File: src/hw/rtl/neighbor_table_oldest_evict_assert.svh
// Assertion macros shared by the neighbor table RTL.
// Needs a clock named i_clk and an active-low reset named i_rst_n in scope.
`ifndef NEIGHBOR_TABLE_OLDEST_EVICT_ASSERT_SVH
`define NEIGHBOR_TABLE_OLDEST_EVICT_ASSERT_SVH

// The consequent holds in the same cycle as the antecedent.
`define NTE_ASSERT_SAME(label, ante, cons, msg) \
    label: assert property (@(posedge i_clk) disable iff (!i_rst_n) (ante) |-> (cons)) \
        else $error(msg);

// The consequent holds in the cycle after the antecedent.
`define NTE_ASSERT_NEXT(label, ante, cons, msg) \
    label: assert property (@(posedge i_clk) disable iff (!i_rst_n) (ante) |=> (cons)) \
        else $error(msg);

`endif

File: src/hw/rtl/nte_pkg.sv
// Shared types, constants and helper functions of the neighbor table.
// No dependencies.
`timescale 1ns / 1ps

package nte_pkg;

    localparam int TABLE_ENTRIES = 16;
    localparam int KEY_BYTES     = 8;
    localparam int IDX_W         = $clog2(TABLE_ENTRIES);
    localparam int CNT_W         = $clog2(TABLE_ENTRIES + 1);

    typedef enum logic [1:0] {
        OP_SEEN  = 2'd0,
        OP_COUNT = 2'd1,
        OP_SNAP  = 2'd2,
        OP_NONE  = 2'd3
    } t_op;

    typedef struct packed {
        logic load;
        logic scan_step;
        logic seen_write;
        logic count_emit;
        logic sort_load;
        logic sort_step;
        logic emit_step;
    } t_cmd;

    typedef struct packed {
        t_op  op;
        logic scan_last;
        logic sort_done;
        logic sort_move;
        logic emit_done;
    } t_stat;

    function automatic logic [63:0] norm_key(input logic [63:0] k);
        logic [63:0] r;
        logic        run;
        r   = '0;
        run = 1'b1;
        for (int b = 0; b < 8; b++) begin
            if (b >= KEY_BYTES || k[8*b +: 8] == 8'd0) begin
                run = 1'b0;
            end
            if (run) begin
                r[8*b +: 8] = k[8*b +: 8];
            end
        end
        return r;
    endfunction

    function automatic logic is_older(input logic [31:0] a, input logic [31:0] b);
        logic [31:0] d;
        d = a - b;
        return d[31];
    endfunction

    function automatic logic [4:0] sat_count(input logic [CNT_W-1:0] c);
        logic [31:0] w;
        w = 32'(c);
        return (w > 32'd31) ? 5'd31 : w[4:0];
    endfunction

endpackage

File: src/hw/rtl/nte_ctrl.sv
// Sequencing state machine of the neighbor table.
// Depends on nte_pkg; drives the datapath through t_cmd and reads t_stat.
`timescale 1ns / 1ps

module nte_ctrl (
    input  logic          i_clk,
    input  logic          i_rst_n,
    input  logic          start,
    output logic          busy,
    input  nte_pkg::t_stat i_stat,
    output nte_pkg::t_cmd  o_cmd
);
    import nte_pkg::*;

    typedef enum logic [6:0] {
        S_IDLE  = 7'b0000001,
        S_SCAN  = 7'b0000010,
        S_WRITE = 7'b0000100,
        S_COUNT = 7'b0001000,
        S_SLOAD = 7'b0010000,
        S_SSTEP = 7'b0100000,
        S_EMIT  = 7'b1000000
    } t_state;

    t_state r_state, n_state;

    always_ff @(posedge i_clk) begin
        if (!i_rst_n) begin
            r_state <= S_IDLE;
        end else begin
            r_state <= n_state;
        end
    end

    always_comb begin
        n_state = r_state;
        o_cmd   = '0;
        unique case (r_state)
            S_IDLE: begin
                if (start) begin
                    o_cmd.load = 1'b1;
                    n_state    = S_SCAN;
                end
            end
            S_SCAN: begin
                if (i_stat.op == OP_NONE) begin
                    n_state = S_IDLE;
                end else begin
                    o_cmd.scan_step = 1'b1;
                    if (i_stat.scan_last) begin
                        unique case (i_stat.op)
                            OP_SEEN:  n_state = S_WRITE;
                            OP_COUNT: n_state = S_COUNT;
                            OP_SNAP:  n_state = S_SLOAD;
                            default:  n_state = S_IDLE;
                        endcase
                    end
                end
            end
            S_WRITE: begin
                o_cmd.seen_write = 1'b1;
                n_state          = S_IDLE;
            end
            S_COUNT: begin
                o_cmd.count_emit = 1'b1;
                n_state          = S_IDLE;
            end
            S_SLOAD: begin
                if (i_stat.sort_done) begin
                    n_state = S_EMIT;
                end else begin
                    o_cmd.sort_load = 1'b1;
                    n_state         = S_SSTEP;
                end
            end
            S_SSTEP: begin
                o_cmd.sort_step = 1'b1;
                if (!i_stat.sort_move) begin
                    n_state = S_SLOAD;
                end
            end
            S_EMIT: begin
                o_cmd.emit_step = 1'b1;
                if (i_stat.emit_done) begin
                    n_state = S_IDLE;
                end
            end
            default: n_state = S_IDLE;
        endcase
    end

    assign busy = (r_state != S_IDLE);

endmodule

File: config.mk
export PLATFORM = sky130hd
export DESIGN_NAME = nte_ctrl
export DESIGN_NICKNAME = d
export VERILOG_FILES = /design/src/hw/rtl/neighbor_table_oldest_evict_assert.svh /design/src/hw/rtl/nte_pkg.sv /design/src/hw/rtl/nte_ctrl.sv
export SDC_FILE = /design/constraint.sdc
export NUM_CORES = 1
export LEC_CHECK = 0
export BUFFER_PORTS_ARGS = -buffer_cell sky130_fd_sc_hd__buf_4
export CAP_MARGIN = 10
export CORE_MARGIN = 3
export CORE_UTILIZATION = 30
export CTS_BUF_LIST = sky130_fd_sc_hd__clkbuf_4 sky130_fd_sc_hd__clkbuf_8
export DETAILED_ROUTE_END_ITERATION = 7
export PLACE_DENSITY = 0.64
export SLEW_MARGIN = 0
export SYNTH_ARGS = -nofsm -noshare
export SYNTH_HDL_FRONTEND = slang
export SYNTH_SLANG_ARGS = --single-unit
File: constraint.sdc
create_clock -name i_clk -period 1.5 [get_ports i_clk]
set_input_delay 0.075 -clock i_clk [delete_from_list [all_inputs] [get_ports i_clk]]
set_output_delay 0.075 -clock i_clk [all_outputs]
set_load 0.005 [all_outputs]
* Yosys cells after proc, flatten, opt, wreduce, memory -nomap -nowiden
Cells that the tools add are included.
** Word-level totals
- Word-level logic and storage cells :: 36
- Output and inout bits :: 8
- Register bits :: 7
- Bits of input ports :: 9
** Cells by class
- Reduce and logical (&&, ||, !) cells :: 2
- Eq/ne operators :: 15
- Muxes and demuxes :: 18
** Operator list (number)
- 2-to-1 mux 7 bit :: 6
- case mux 7 bit (5 select lines) :: 1
- case mux 5 bit (3 select lines) :: 1
- 2-to-1 mux 1 bit :: 10
- == test 7 x 1 -> 1 bit (second input constant) :: 1
- == test 7 x 2 -> 1 bit (second input constant) :: 1
- == test 7 x 3 -> 1 bit (second input constant) :: 1
- == test 7 x 4 -> 1 bit (second input constant) :: 1
- == test 7 x 5 -> 1 bit (second input constant) :: 1
- == test 7 x 6 -> 1 bit (second input constant) :: 1
- == test 7 bit (second input constant) :: 1
- inequality test 7 x 1 -> 1 bit (second input constant) :: 1
- inequality test 2 bit (second input constant) :: 3
- == test 2 bit (second input constant) :: 2
- AND reduction 4 bit :: 1
- inequality test 3 bit (second input constant) :: 1
- == test 2 x 1 -> 1 bit (second input constant) :: 1
- zero test 2 bit :: 1

* Logic depth before layout (Yosys ltp)
Gate-level depths: netlist (run 1).
- Depth after elaboration :: 5
- Gate-level depth with buffers :: 5
- Gate-level depth less buffers :: 5

* Least setup slack after synthesis (run 1)
OpenSTA, ideal clock, no wires.
- Kind :: reg2reg
- Start :: register r_state[1]
- End :: register r_state[5]
- Required time :: 1.435 ns
- Buffers on the path :: 0
- Library setup time :: 0.065 ns
- Cell stages (with the launch flop) :: 6
- Period minus slack after synthesis :: 1.685 ns
- Data arrival time :: 1.620 ns
- Setup slack :: -0.185 ns
- Path through :: dfxtp_1 or4_4 or4b_4 nor2_4 a21oi_1 nor2b_1
** Between the ends
- Longest elaborated chain between the ends :: 3
- Elaborated cells on any way between the ends :: 11
- Those cells by class :: eq/ne: 9; mux: 1; reduce/logical: 1
** Ends and longest elaborated chain
- start: declaration :: line nte_ctrl.sv:25 : t_state r_state, n_state;
- start signal: assignment :: line nte_ctrl.sv:31 : r_state <= n_state;
- == test 7 x 2 -> 1 bit, or another cell as far along :: line nte_ctrl.sv:38 : unique case (r_state)
- inequality test 3 bit (no source line) or inequality test 2 bit (tied branches)
- AND reduction 4 bit (no source line)
Parallel ways exist; a longest one is shown, timed or not.
A chain may end at the register's enable or synchronous reset.

==> flow_summary.ini, run 1 <==
[status]
outcome = complete, but fails checks
violations = negative setup slack

[routing]
finalWirelength_um = 1150
drc = 0
initialDrtViolationCount = 7
vias = 487
dr.pass1.iters = 4
ant_nets = 0
viasPerCell = 4.87
route.detailed.wl_per_inst_um = 11.5

[synthesis]
syn_nets = 60
synth_top_family_by_area = simple AND/OR/NAND/NOR gates
synthFlopType = dfxtp_1
synth_compound_area_share_pct = 21.5
netlist_area_um2 = 430
synth-seq-cells = 7
synth_seq_area_share_pct = 32.6
synth.avg_cell_area_um2 = 8.44
synth_top_cells_by_count = dfxtp_1 (7), nand2_1 (7), a21oi_1 (4), nor2_1 (4), nor3b_1 (3)
synthTopCellsByArea = dfxtp_1 (33%), nand2_1 (6.1%), nor3b_1 (5.2%)
synth-simple-area-share_pct = 42.2
synth_top_area_cell = dfxtp_1
synthCells = 51
synthAdderAreaFrac_pct = 0
synth_mux_area_share_pct = 0
synth_async_sr_flop_share_pct = 0
synth_top_cell_area_share_pct = 32.6
synthXorXnorAreaFrac_pct = 2.03
synth_cell_types = 27
yosys_warnings = 0
synth_edf_count = 0

[grt]
grt_first_pass_wirelength_um = 1990
grt_max_degree = 9
antenna_found_initial = 0
first_global_vias = 494
grt_usage_pct = 13.7
grt_overflow = 0

[final_layout]
fin_nets = 95
n_fill_cell = 129
fin_util_pct = 58.0
drive_gt1_share_pct = 55.3
synthToLayoutAreaGrowth_pct = 77.6
largest_reg_flops = 7
largest_register = r_state
num_antenna_cells = 0
reg_top3 = r_state: 7 flops
stdcell_area_um2 = 764

[floorplan]
die_area_um2 = 1930
io_pins = 17
die_w_um = 43.9
die_h_um = 43.9
coreArea_um2 = 1320
start_util_pct = 32.7
row_count = 13

[sta]
finClkSkew_ps = 5.18
setup_viol = 10
fmax_mhz = 531
min_period_ps = 1880
grt_setup_unrepaired = yes
relSlewSlack_pct = 78.8
hold_violations = 0
final_max_slew_viol_count = 0
hold_ws_ps = 83.7
worstMarginPinSlew_ps = 317
timing.final.crit_share_pct = 126
setup_slack_ps = -384

[critical_path]
crit_family = simple AND/OR/NAND/NOR gates
path_max_fanout = 2
crit_chain = or4_4 > or4b_4 > nor2_4 > buf_6
end_kind = output port
cp_slowest_stage_delay_ps = 530
worst-path-buf-inv = 1
worstPathRequired_ps = 1420
cp-start-kind = flip-flop
worst_ep_arrival_time_ps = 1810
path_class = flip-flop to output port
cp_slowest_cell = or4_4

[place]
hpwlAfterDp_um = 958
gp_congestion = 0.764
io_buffers = 16
place_area_um2 = 668

[power_and_ir_drop]
vdd_drop_max_mv = 0.409
p_comb_share_pct = 30.6
p_sw_share_pct = 25.7
power_leakage_uw = 0.000346
fin_total_pwr_uw = 548
p_switching_uw = 141
p_clk_share_pct = 33.0
p_int_uw = 407
pwr_density_cell_nw_per_um2 = 717
p_seq_share_pct = 36.3

[cts]
h-tree-depth = 1
cts-root-buf = clkbuf_4
clock_sinks = 7
cts_tree = done
clockBufferDepth = 2
clock_latency_ps = 240
clk_pin_slew_ps = 50
numCtsBuffers = 3

[run]
cap_viol_max_count = 0

[worst_hold_path]
hold_class = input pin to flip-flop
[logic make-up after synthesis]
family / count (synthesis)
flip-flops: 7
AND/OR/NAND/NOR: 29
AO/OA/AOI/OAI: 12
XOR/XNOR: 1
buffers and inverters: 2
[area by class of cell]
cell class                 count  area, µm²  area share, %
timing repair buffer          30        233           30.4
multi-input combinational     42        334           43.7
clock buffer                   4       30.0           3.93
inverter                       2       7.51          0.982
sequential                     7        141           18.5
tap                           15       18.8           2.45
[metal layers]
metal,global-route usage (%),up-vias,part of all wire [%]
met4,5.42,0,0
met5,0,-,0
met2,23.8,14,50
met1,16.8,213,44
li1,-,260,-
met3,1.66,0,5.4
[stage by stage]
stage,instances,TNS (ps),worst slack (ps)
2_1_floorplan,51,-589,-182
3_3_place_gp,95,-1020,-179
4_1_cts,100,-2310,-393
6_report,100,-1920,-384
3_5_place_dp,95,-1060,-193
5_1_grt,100,-2550,-441
[placed cells by master, fill, tap and decap left out, types with 2 or more instances in the layout]
master and n:
buf_4 28, nor2_2 2, nand2_1 6, nor3b_1 3
a21oi_1 3, dfxtp_1 6, buf_6 2, nor2b_1 2
clkbuf_4 4, nor2_1 2
[path summary, 6_finish.rpt]
path	from	end	slack [ps]	depth (start not counted)
worst max-delay path	r_state[1]$_SDFFE_PN0P_	o_cmd[2]	-380	4
worst min-delay path	i_rst_n	r_state[0]$_SDFFE_PN1P_	80	2
worst max register to register	r_state[1]$_SDFFE_PN0P_	r_state[5]$_SDFFE_PN0P_	-210	7
worst min register to register	r_state[1]$_SDFFE_PN0P_	r_state[6]$_SDFFE_PN0P_	660	3
[timing repair]
action	4_1_cts	5_1_grt
buffers inserted	1	0
resized for setup	6	7
hold buffers	0	0
pin swaps	0	2
cloned	0	0
endpoints found under the setup margin	12	12
[power groups by stage]
stage	Sequential (µW)	Clock, µW	Combinational (µW)
after CTS	199	188	161
after global routing	200	197	185
after floorplan	203	0	61.5
final	199	181	168
after detailed placement	203	0	146
after global placement	203	0	143
Power figures use the tool's default switching activity.
==> run 2, diff against run 1 <==
CTS_BUF_LIST = sky130_fd_sc_hd__clkbuf_8   (was sky130_fd_sc_hd__clkbuf_4 sky130_fd_sc_hd__clkbuf_8)
==> run 2 against run 1 <==
  * The run still ends with negative setup slack left
  * Non-clock buffer count did not move
  * Power is 12% higher
  * Global-route usage rose by 0.67 points
  * Critical endpoint unchanged
  * Largest cell class unchanged
==> flow_summary.ini, run 2 (synthesis results as in run 1) <==
[routing]
top_layer_used = met3
drc = 0
viasPerCell = 4.84
initialDrtViolationCount = 7
dr.pass1.iters = 4
ant_nets = 0
wl_met3_um = 58
finalWirelength_um = 1170
wl_met2_um = 601
vias = 484
route.detailed.wl_per_inst_um = 11.7
wl_met1_um = 513

[final_layout]
fin_util_pct = 58.3
instances_no_fill = 100
fin_nets = 95
reg_top3 = r_state: 7 flops
synthToLayoutAreaGrowth_pct = 78.5
num_antenna_cells = 0
n_fill_cell = 128
largest_reg_flops = 7
mostFrequentLayoutCell = buf_4
layout_common_cells = buf_4 (28), nand2_1 (7), dfxtp_1 (6), a21oi_1 (4)
drive_gt1_share_pct = 49.4
largest_register = r_state

[critical_path]
cp-start-kind = flip-flop
reg2reg_depth = 7
path_max_fanout = 2
path_class = flip-flop to output port
worst_ep_arrival_time_ps = 1790
end_kind = output port
worstPathRequired_ps = 1420

[grt]
first_global_vias = 510
grt_overflow = 0
grt_first_pass_wirelength_um = 2040
antenna_found_initial = 0
grt_usage_pct = 14.4
grt_max_degree = 9

[cts]
cts-root-buf = clkbuf_8
clock_latency_ps = 220
cts_tree = done
clk_pin_slew_ps = 40
numCtsBuffers = 3
clockBufferDepth = 2
clock_sinks = 7
ctsHoldBuffers = 0
h-tree-depth = 1

[sta]
finClkSkew_ps = 0.651
min_period_ps = 1860
timing.final.crit_share_pct = 124
relSlewSlack_pct = 79.8
fmax_mhz = 536
final_max_slew_viol_count = 0
worstMarginPinSlew_ps = 302
setup_viol = 10
hold_violations = 0
grt_setup_unrepaired = yes
setup_slack_ps = -365
tns_ps = -1890

[power_and_ir_drop]
vdd_drop_max_mv = 0.391
pwr_density_cell_nw_per_um2 = 800
power_leakage_uw = 0.000351
fin_total_pwr_uw = 615

[floorplan]
die_w_um = 43.9
start_util_pct = 32.7
io_pins = 17
die_h_um = 43.9
die_area_um2 = 1930
coreArea_um2 = 1320
row_count = 13

[status]
violations = negative setup slack
outcome = complete, but fails checks

[place]
gp_congestion = 0.764
hpwlAfterDp_um = 958
dp_cells = 95
io_buffers = 16

[run]
cap_viol_max_count = 0

[worst_hold_path]
hold_depth = 2
hold_class = input pin to flip-flop
==> run 2: repair_timing <==
item	4_1_cts	5_1_grt
pin swaps	0	2
cloned	0	0
resized for setup	6	3
setup buffers	1	0
endpoints found under the setup margin	11	12
==> run 2: power by group <==
part	switching [µW]	internal, µW
combinational	71.0	92.4
sequential	5.20	195
clock	74.8	176
total	151	464
==> run 2: cell type report <==
cell class | instances | area (µm²) | area share (%)
Clock inverter | 1 | 3.75 | 0.489
Clock buffer | 3 | 41.3 | 5.37
Inverter | 2 | 7.51 | 0.977
Sequential cell | 7 | 141 | 18.4
Multi-Input combinational cell | 42 | 323 | 42.0
Timing Repair Buffer | 30 | 233 | 30.3
Tap cell | 15 | 18.8 | 2.44
==> run 2: layer usage <==
layer	vias to the layer above	track usage [%]
met3	0	2.90
met1	213	16.8
met5	-	0
met2	11	24.4
met4	0	7.23
li1	260	-
==> run 2: worst max-delay path, stage by stage (launching register included) <==
cell and delay (ps):
dfxtp_2 310, or4_4 530, or4b_4 520, nor2_4 110, buf_6 100
==> run 2: final timing paths <==
path	startpoint	to	slack, ps
worst max-delay path	r_state[1]$_SDFFE_PN0P_	o_cmd[2]	-360
worst min-delay path	i_rst_n	r_state[0]$_SDFFE_PN1P_	100
worst max register to register	r_state[1]$_SDFFE_PN0P_	r_state[5]$_SDFFE_PN0P_	-210
worst min register to register	r_state[1]$_SDFFE_PN0P_	r_state[6]$_SDFFE_PN0P_	670
==> run 2: per-stage QoR <==
| step | hold WS, ps | cell area (µm²) | setup slack [ps] |
|---|---|---|---|
| final | 98.6 | 768 | -365 |
| after global routing | 108 | 768 | -416 |
| after CTS | 96.7 | 756 | -368 |
| after detailed placement | 327 | 668 | -193 |
| after global placement | 321 | 668 | -179 |
| after floorplan | 154 | 432 | -182 |
